`config.mk`:
```
export PLATFORM = sky130hd
export DESIGN_NAME = lru_key_value_cache_flat
export DESIGN_NICKNAME = d
export VERILOG_FILES = /design/src/sv/lkv_pkg.sv /design/src/sv/lkv_if.sv /design/src/sv/lkv_cell.sv /design/src/sv/lru_key_value_cache.sv /design/src/flat_wrapper.sv
export VERILOG_INCLUDE_DIRS = /design/src /design/src/sv
export SDC_FILE = /design/constraint.sdc
export NUM_CORES = 2
export LEC_CHECK = 0
export BUFFER_PORTS_ARGS = -buffer_cell sky130_fd_sc_hd__buf_2
export CORE_MARGIN = 4
export CORE_UTILIZATION = 63
export CTS_CLUSTER_DIAMETER = 50
export DETAILED_ROUTE_END_ITERATION = 8
export GPL_ROUTABILITY_DRIVEN = 0
export PLACE_DENSITY = 0.88
export SETUP_SLACK_MARGIN = 0.5
export SLEW_MARGIN = 5
export SYNTH_ARGS = -nofsm -noshare
export SYNTH_HDL_FRONTEND = slang
export SYNTH_HIERARCHICAL = 1
export SYNTH_SLANG_ARGS = --single-unit
```
`constraint.sdc`:
```
create_clock -name clk -period 8.1 [get_ports clk]
set_clock_uncertainty 0.1 [all_clocks]
set_input_delay 0 -clock clk [delete_from_list [all_inputs] [get_ports clk]]
set_output_delay 0 -clock clk [all_outputs]
set_load 0.05 [all_outputs]
```
`src/sv/lru_key_value_cache_assert.svh`:
```
// assertion macros for the lru key/value cache
`ifndef LRU_KEY_VALUE_CACHE_ASSERT_SVH
`define LRU_KEY_VALUE_CACHE_ASSERT_SVH
`ifndef SYNTHESIS
// property that holds at every clock edge out of reset
`define LKV_ASSERT(name, prop, msg) \
    name: assert property (@(posedge clk) disable iff (!rst_n) (prop)) else $error(msg);
// implication checked in the cycle after its trigger
`define LKV_ASSERT_NEXT(name, pre, post, msg) \
    name: assert property (@(posedge clk) disable iff (!rst_n) (pre) |=> (post)) \
        else $error(msg);
`else
`define LKV_ASSERT(name, prop, msg)
`define LKV_ASSERT_NEXT(name, pre, post, msg)
`endif
`endif

```
`src/sv/lkv_pkg.sv`:
```
// shared types and constants of the lru key/value cache
`default_nettype none
package lkv_pkg;

    localparam int MAX_ENTRIES = 16;
    localparam int KEY_BITS    = 32;
    localparam int VALUE_BITS  = 32;
    localparam int CAP_BITS    = 5;
    localparam int CNT_BITS    = $clog2(MAX_ENTRIES + 1);
    localparam int CAP_RESET   = 16;

    typedef logic [KEY_BITS-1:0]          key_t;
    typedef logic signed [VALUE_BITS-1:0] value_t;
    typedef logic [CNT_BITS-1:0]          count_t;
    typedef logic [CAP_BITS-1:0]          cap_t;

    // answer on a get miss and on every put
    localparam value_t NO_VALUE = '1;

    typedef enum logic {
        CMD_GET = 1'b0,
        CMD_PUT = 1'b1
    } command_t;

    // per-cell control from the top level
    typedef struct packed {
        logic update;   // state changes this cycle
        logic valid;    // cell holds a live entry
        logic is_top;   // cell receives the most recent entry
    } cell_ctrl_t;

endpackage
`default_nettype wire

```
`src/sv/lkv_if.sv`:
```
// request and response channel interfaces
`default_nettype none
interface lkv_req_if;
    logic              valid;
    logic              ready;
    lkv_pkg::command_t command;
    lkv_pkg::key_t     key;
    lkv_pkg::value_t   value;

    modport source (output valid, command, key, value, input ready);
    modport sink   (input valid, command, key, value, output ready);
endinterface

interface lkv_rsp_if;
    logic            valid;
    logic            ready;
    logic            hit;
    lkv_pkg::value_t read_value;

    modport source (output valid, hit, read_value, input ready);
    modport sink   (input valid, hit, read_value, output ready);
endinterface
`default_nettype wire

```
`src/sv/lkv_cell.sv`:
```
// one slot of the recency stack: key, value, compare and shift
`default_nettype none
module lkv_cell (
    input  wire                 clk,
    input  lkv_pkg::cell_ctrl_t ctrl,
    input  lkv_pkg::key_t       req_key,
    input  lkv_pkg::value_t     new_value,
    input  lkv_pkg::key_t       up_key,
    input  lkv_pkg::value_t     up_value,
    input  logic                shift_in,
    output lkv_pkg::key_t       key,
    output lkv_pkg::value_t     value,
    output logic                match,
    output logic                shift_out
);

    lkv_pkg::key_t   key_reg;
    lkv_pkg::key_t   key_next;
    lkv_pkg::value_t value_reg;
    lkv_pkg::value_t value_next;

    assign match     = ctrl.valid && (key_reg == req_key);
    // a slot at or above the removed one takes its upper neighbor
    assign shift_out = ctrl.valid && (shift_in || match);

    always_comb
    begin
        priority if (ctrl.is_top)
        begin
            key_next   = req_key;
            value_next = new_value;
        end
        else if (shift_out)
        begin
            key_next   = up_key;
            value_next = up_value;
        end
        else
        begin
            key_next   = key_reg;
            value_next = value_reg;
        end
    end

    always_ff @(posedge clk)
    begin
        if (ctrl.update)
        begin
            key_reg   <= key_next;
            value_reg <= value_next;
        end
    end

    assign key   = key_reg;
    assign value = value_reg;

endmodule
`default_nettype wire

```
`src/sv/lru_key_value_cache.sv`:
```
// top level of the lru key/value cache
`default_nettype none
// Fully associative key/value cache with least-recently-used replacement,
// built as a row of MAX_ENTRIES cells kept in recency order (cell 0 least
// recent). A get or put transaction is compared against all live cells at
// once; on a hit the matching entry leaves its slot, the more recent cells
// slide down by one and the entry re-enters at the most recent end. A put
// of a new key appends it, or drops cell 0 first once the entry count has
// reached the capacity register (0 reads as 1, values above MAX_ENTRIES
// saturate). The stack is updated at the accepting edge and the response
// sits in an output register, so a new request is taken every cycle while
// the response side keeps up. The speed is set by the parallel key compare
// and the shift-enable chain across the cells. The user must write capacity
// through cfg_wr_en/cfg_wr_data only while idle; the block does not enforce
// this. Lowering it never drops entries at the write itself.
module lru_key_value_cache (
    input  wire                     clk,
    input  wire                     rst_n,
    lkv_req_if.sink                 req,
    lkv_rsp_if.source               rsp,
    input  wire                     cfg_wr_en,
    input  wire [lkv_pkg::CAP_BITS-1:0] cfg_wr_data
);

    localparam int N = lkv_pkg::MAX_ENTRIES;

    // configuration and fill state
    lkv_pkg::cap_t   cap_reg;
    lkv_pkg::count_t count_reg;
    lkv_pkg::count_t count_next;
    lkv_pkg::count_t limit;
    lkv_pkg::count_t top_idx;

    // response register
    logic            rsp_valid_reg;
    logic            rsp_hit_reg;
    lkv_pkg::value_t rsp_value_reg;

    // cell row
    lkv_pkg::cell_ctrl_t ctrl_vec  [N];
    lkv_pkg::key_t       key_vec   [N];
    lkv_pkg::value_t     value_vec [N];
    logic [N-1:0]        match_vec;
    logic [N:0]          shift_chain;

    logic            req_accept;
    logic            is_put;
    logic            hit_any;
    logic            evict;
    logic            fill;
    logic            update;
    lkv_pkg::value_t hit_value;
    lkv_pkg::value_t new_value;

    assign req.ready  = !rsp_valid_reg || rsp.ready;
    assign req_accept = req.valid && req.ready;
    assign is_put     = (req.command == lkv_pkg::CMD_PUT);

    // effective capacity: zero acts as one, saturate at the row length
    always_comb
    begin
        priority if (cap_reg == '0)
            limit = lkv_pkg::count_t'(1);
        else if (32'(cap_reg) > N)
            limit = lkv_pkg::count_t'(N);
        else
            limit = lkv_pkg::count_t'(cap_reg);
    end

    assign hit_any = |match_vec;

    // keys are unique, so at most one cell contributes
    always_comb
    begin
        hit_value = '0;
        for (int i = 0; i < N; i++)
        begin
            if (match_vec[i])
                hit_value = hit_value | value_vec[i];
        end
    end

    // new key with the store full: least recent entry goes
    assign evict     = is_put && !hit_any && (count_reg >= limit) && (count_reg != '0);
    assign fill      = req_accept && is_put && !hit_any && !evict;
    assign update    = req_accept && (is_put || hit_any);
    assign new_value = is_put ? req.value : hit_value;

    // slot that receives the most recent entry
    assign top_idx = (hit_any || evict) ? count_reg - lkv_pkg::count_t'(1) : count_reg;

    assign count_next = fill ? count_reg + lkv_pkg::count_t'(1) : count_reg;

    // eviction starts the shift at cell 0
    assign shift_chain[0] = evict;

    for (genvar i = 0; i < N; i++)
    begin : g_cell
        lkv_pkg::key_t   up_key;
        lkv_pkg::value_t up_value;

        if (i == N - 1)
        begin : g_last
            // nothing above the last cell; it never shifts
            assign up_key   = '0;
            assign up_value = '0;
        end
        else
        begin : g_mid
            assign up_key   = key_vec[i+1];
            assign up_value = value_vec[i+1];
        end

        assign ctrl_vec[i].update = update;
        assign ctrl_vec[i].valid  = lkv_pkg::count_t'(i) < count_reg;
        assign ctrl_vec[i].is_top = top_idx == lkv_pkg::count_t'(i);

        lkv_cell u_cell (
            .clk       (clk),
            .ctrl      (ctrl_vec[i]),
            .req_key   (req.key),
            .new_value (new_value),
            .up_key    (up_key),
            .up_value  (up_value),
            .shift_in  (shift_chain[i]),
            .key       (key_vec[i]),
            .value     (value_vec[i]),
            .match     (match_vec[i]),
            .shift_out (shift_chain[i+1])
        );
    end

    // control state
    always_ff @(posedge clk or negedge rst_n)
    begin
        if (!rst_n)
        begin
            cap_reg       <= lkv_pkg::cap_t'(lkv_pkg::CAP_RESET);
            count_reg     <= '0;
            rsp_valid_reg <= 1'b0;
        end
        else
        begin
            if (cfg_wr_en)
                cap_reg <= cfg_wr_data;
            count_reg <= count_next;
            if (req_accept)
                rsp_valid_reg <= 1'b1;
            else if (rsp.ready)
                rsp_valid_reg <= 1'b0;
        end
    end

    // response payload
    always_ff @(posedge clk)
    begin
        if (req_accept)
        begin
            rsp_hit_reg   <= hit_any;
            rsp_value_reg <= (hit_any && !is_put) ? hit_value : lkv_pkg::NO_VALUE;
        end
    end

    assign rsp.valid      = rsp_valid_reg;
    assign rsp.hit        = rsp_hit_reg;
    assign rsp.read_value = rsp_value_reg;

    `include "lru_key_value_cache_assert.svh"

    `LKV_ASSERT(a_one_match, $onehot0(match_vec), "key matched in more than one cell")
    `LKV_ASSERT_NEXT(a_fill_count, fill, count_reg == $past(count_reg) + lkv_pkg::count_t'(1), "fill did not grow the count")
    `LKV_ASSERT_NEXT(a_rsp_valid, req_accept, rsp.valid, "accepted request left no response")
    `LKV_ASSERT_NEXT(a_get_hit_value, req_accept && !is_put && hit_any, rsp.read_value == $past(hit_value), "get hit returned the wrong value")

endmodule
`default_nettype wire

```
`src/flat_wrapper.sv`:
```
// flat-port wrapper written by rule: the top's interface ports become plain ports
module lru_key_value_cache_flat 
  (clk, rst_n, cfg_wr_en, cfg_wr_data, req_valid, req_command, req_key, req_value, req_ready, rsp_valid, rsp_hit, rsp_read_value, rsp_ready);
  lkv_req_if req_i ();
  lkv_rsp_if rsp_i ();
  input  wire clk;
  input  wire rst_n;
  input  wire cfg_wr_en;
  input  wire [lkv_pkg::CAP_BITS-1:0] cfg_wr_data;
  input wire logic [$bits(req_i.valid)-1:0] req_valid;
  input wire logic [$bits(req_i.command)-1:0] req_command;
  input wire logic [$bits(req_i.key)-1:0] req_key;
  input wire logic [$bits(req_i.value)-1:0] req_value;
  output wire logic [$bits(req_i.ready)-1:0] req_ready;
  output wire logic [$bits(rsp_i.valid)-1:0] rsp_valid;
  output wire logic [$bits(rsp_i.hit)-1:0] rsp_hit;
  output wire logic [$bits(rsp_i.read_value)-1:0] rsp_read_value;
  input wire logic [$bits(rsp_i.ready)-1:0] rsp_ready;
  assign req_i.valid = req_valid;
  assign req_i.command = req_command;
  assign req_i.key = req_key;
  assign req_i.value = req_value;
  assign req_ready = req_i.ready;
  assign rsp_valid = rsp_i.valid;
  assign rsp_hit = rsp_i.hit;
  assign rsp_read_value = rsp_i.read_value;
  assign rsp_i.ready = rsp_ready;
  lru_key_value_cache u_core (.clk(clk), .rst_n(rst_n), .req(req_i), .rsp(rsp_i), .cfg_wr_en(cfg_wr_en), .cfg_wr_data(cfg_wr_data));
endmodule
```
==> results_dict.tcl <==
set metrics [dict create \
    cpPeakStageDelay_ps 820 \
    setup.worst_path.start "u_core/count_reg[4]" \
    remaining_drc_errors 0 \
    critPathLaunchType "flop" \
    overflow 0 \
    post_cts_buffers 0 \
    die_area_um2 91100 \
    root_buffer "clkbuf_16" \
    clockBufferDepth 3 \
    crit_top_cell "nand2_1" \
    fin_nets 3928 \
    cts_tree "yes" \
    worstHoldPathType "input pin to flop" \
    die_w_um 302 \
    yosys_warnings 6 \
    dr.pass1.iters 7 \
    num_rows 107 \
    cp_max_fo 25 \
    portBuffers 109 \
    drv_slew 0 \
    criticalPathCategory "flop to flop" \
    clock_sinks 1068 \
    dp_slack_ps 1380 \
    h-tree-depth 3 \
    r2r_start "u_core/count_reg[4]" \
    grtUsageTotal 0.330 \
    report.final.hold_viol_count 0 \
    fin_area_um2 60700 \
    post-dp-hpwl_um 86800 \
    critPathBufInv 2 \
    synthesis.area_um2 54400 \
    layout_setup_ws_ps 1180 \
    run_status "completed" \
    grt_pass1_vias 35600 \
    tightest_slew_ps 1350 \
    cts_made_buffers 112 \
    ioPinCount 110 \
    worstHoldStart "rsp_ready" \
    slowest_stage "o22ai_4" \
    drive_gt1_frac 0.370 \
    syn_to_final_growth_pct 11.6 \
    p_leak_uw 0.0192 \
    cp_top_family "simple AND/OR/NAND/NOR gates" \
    final_cells 5081 \
    drt_iter0_markers 5771 \
    grt_first_pass_wirelength_um 225000 \
    finalPower_uw 15900 \
    cp-end-kind "flop" \
    avgSynthCellArea_um2 14.9 \
    drtAntennaViolNets 0 \
    cp.arrival_ps 7210 \
    routed_via_density 6.98 \
    peakVddDrop_mv 0.216 \
    worstPathRequired_ps 8390 \
    place_area_um2 56900 \
    clock.fmax_mhz 145 \
    chipHeight_um 302 \
    path_clk_slew_ps 60 \
    dp.cells 4855 \
    wl_um 154000 \
    grt_max_degree 65 \
    initial_core_util 0.637 \
    final.setup.tns_ps 0 \
    period_minus_slack_ps 6920 \
    synth_cells 3660 \
    rsz0062_at_grt "false" \
    finalSetupViolations 0 \
    min_period_over_period 0.854 \
    core_area_um2 85400 \
    avgRoutedWirePerCell_um 30.2 \
    num_vias 35500 \
    worstSkewPairLatency_ps 720 \
    relSlewSlack 0.0974 \
    antenna_found_initial 3 \
    p_per_area_nw_per_um2 262 \
    maxCapViolCount 0 \
]
==> final timing paths <==
path | end | slack [ps] | cells after the start
max | u_core/g_cell[15].u_cell/value[16] | 1180 | 43
min in group asynchronous | u_core/cap_reg[1] | 300 | 3
max in group asynchronous | u_core/count_reg[4] | 7130 | 3
min reg2reg | u_core/g_cell[6].u_cell/value[26] | 480 | 1
max reg2reg | u_core/g_cell[15].u_cell/value[16] | 1180 | 43
min | u_core/rsp.valid | 50 | 4
==> cell type report <==
type	instances	area (um^2)
diodes	3	7.51
clock buffers	126	2860
clock inverters	77	759
fillers	5256	24700
inverters	56	210
multi-input cells	2405	22100
flip-flops and latches	1068	32000
well taps	1144	1430
repair buffers	202	1350
==> worst register-to-register path: cells and delay by family, from the launching register on <==
kind            cells  cell delay [ps]
simple gates       39             4420
buf+inv             2              540
compound gates      2              930
flops               1              620
==> stage by stage <==
stage                     utilization  hold slack, ps
final                           0.711            47.6
after global routing            0.711            89.9
after CTS                       0.711            22.0
after detailed placement        0.666            -182
after global placement          0.666            -187
after floorplan                     -            -396
==> power by group <==
group          leakage, uW  internal (uW)  switching (uW)
combinational      0.00787           1690            2210
sequential         0.00957           6690             214
clock              0.00175           2870            2240
==> what timing repair did <==
item	CTS	global route
gates resized for setup	0	0
hold buffers	19	0
hold endpoints to repair	22	0
==> cells in the final DEF, fill, tap and decap left out, types with 17 or more instances in the layout <==
cell           instances
a2111oi_0             30
a21oi_1               50
a222oi_1              32
a22oi_1              192
buf_2                109
buf_4                 69
clkbuf_16            112
clkinv_1              27
clkinv_2              17
conb_1                64
dlygate4sd3_1         19
edfxtp_1            1057
inv_1                 54
mux2_2              1029
nand2_1              144
nand3_1               51
nand4_1               82
nor4_1                65
nor4_2                17
or4_1                 17
xnor2_1              260
xor2_1               257
==> routing by layer <==
metal  track usage  up-vias  routed length [um]
met3        0.0807      584               20600
met1         0.455    17600               56700
met2         0.501     2726               68300
li1              -    14600                   -
met5             0        -                  26
met4         0.152        4                7830
(Power assumes the default switching activity.)
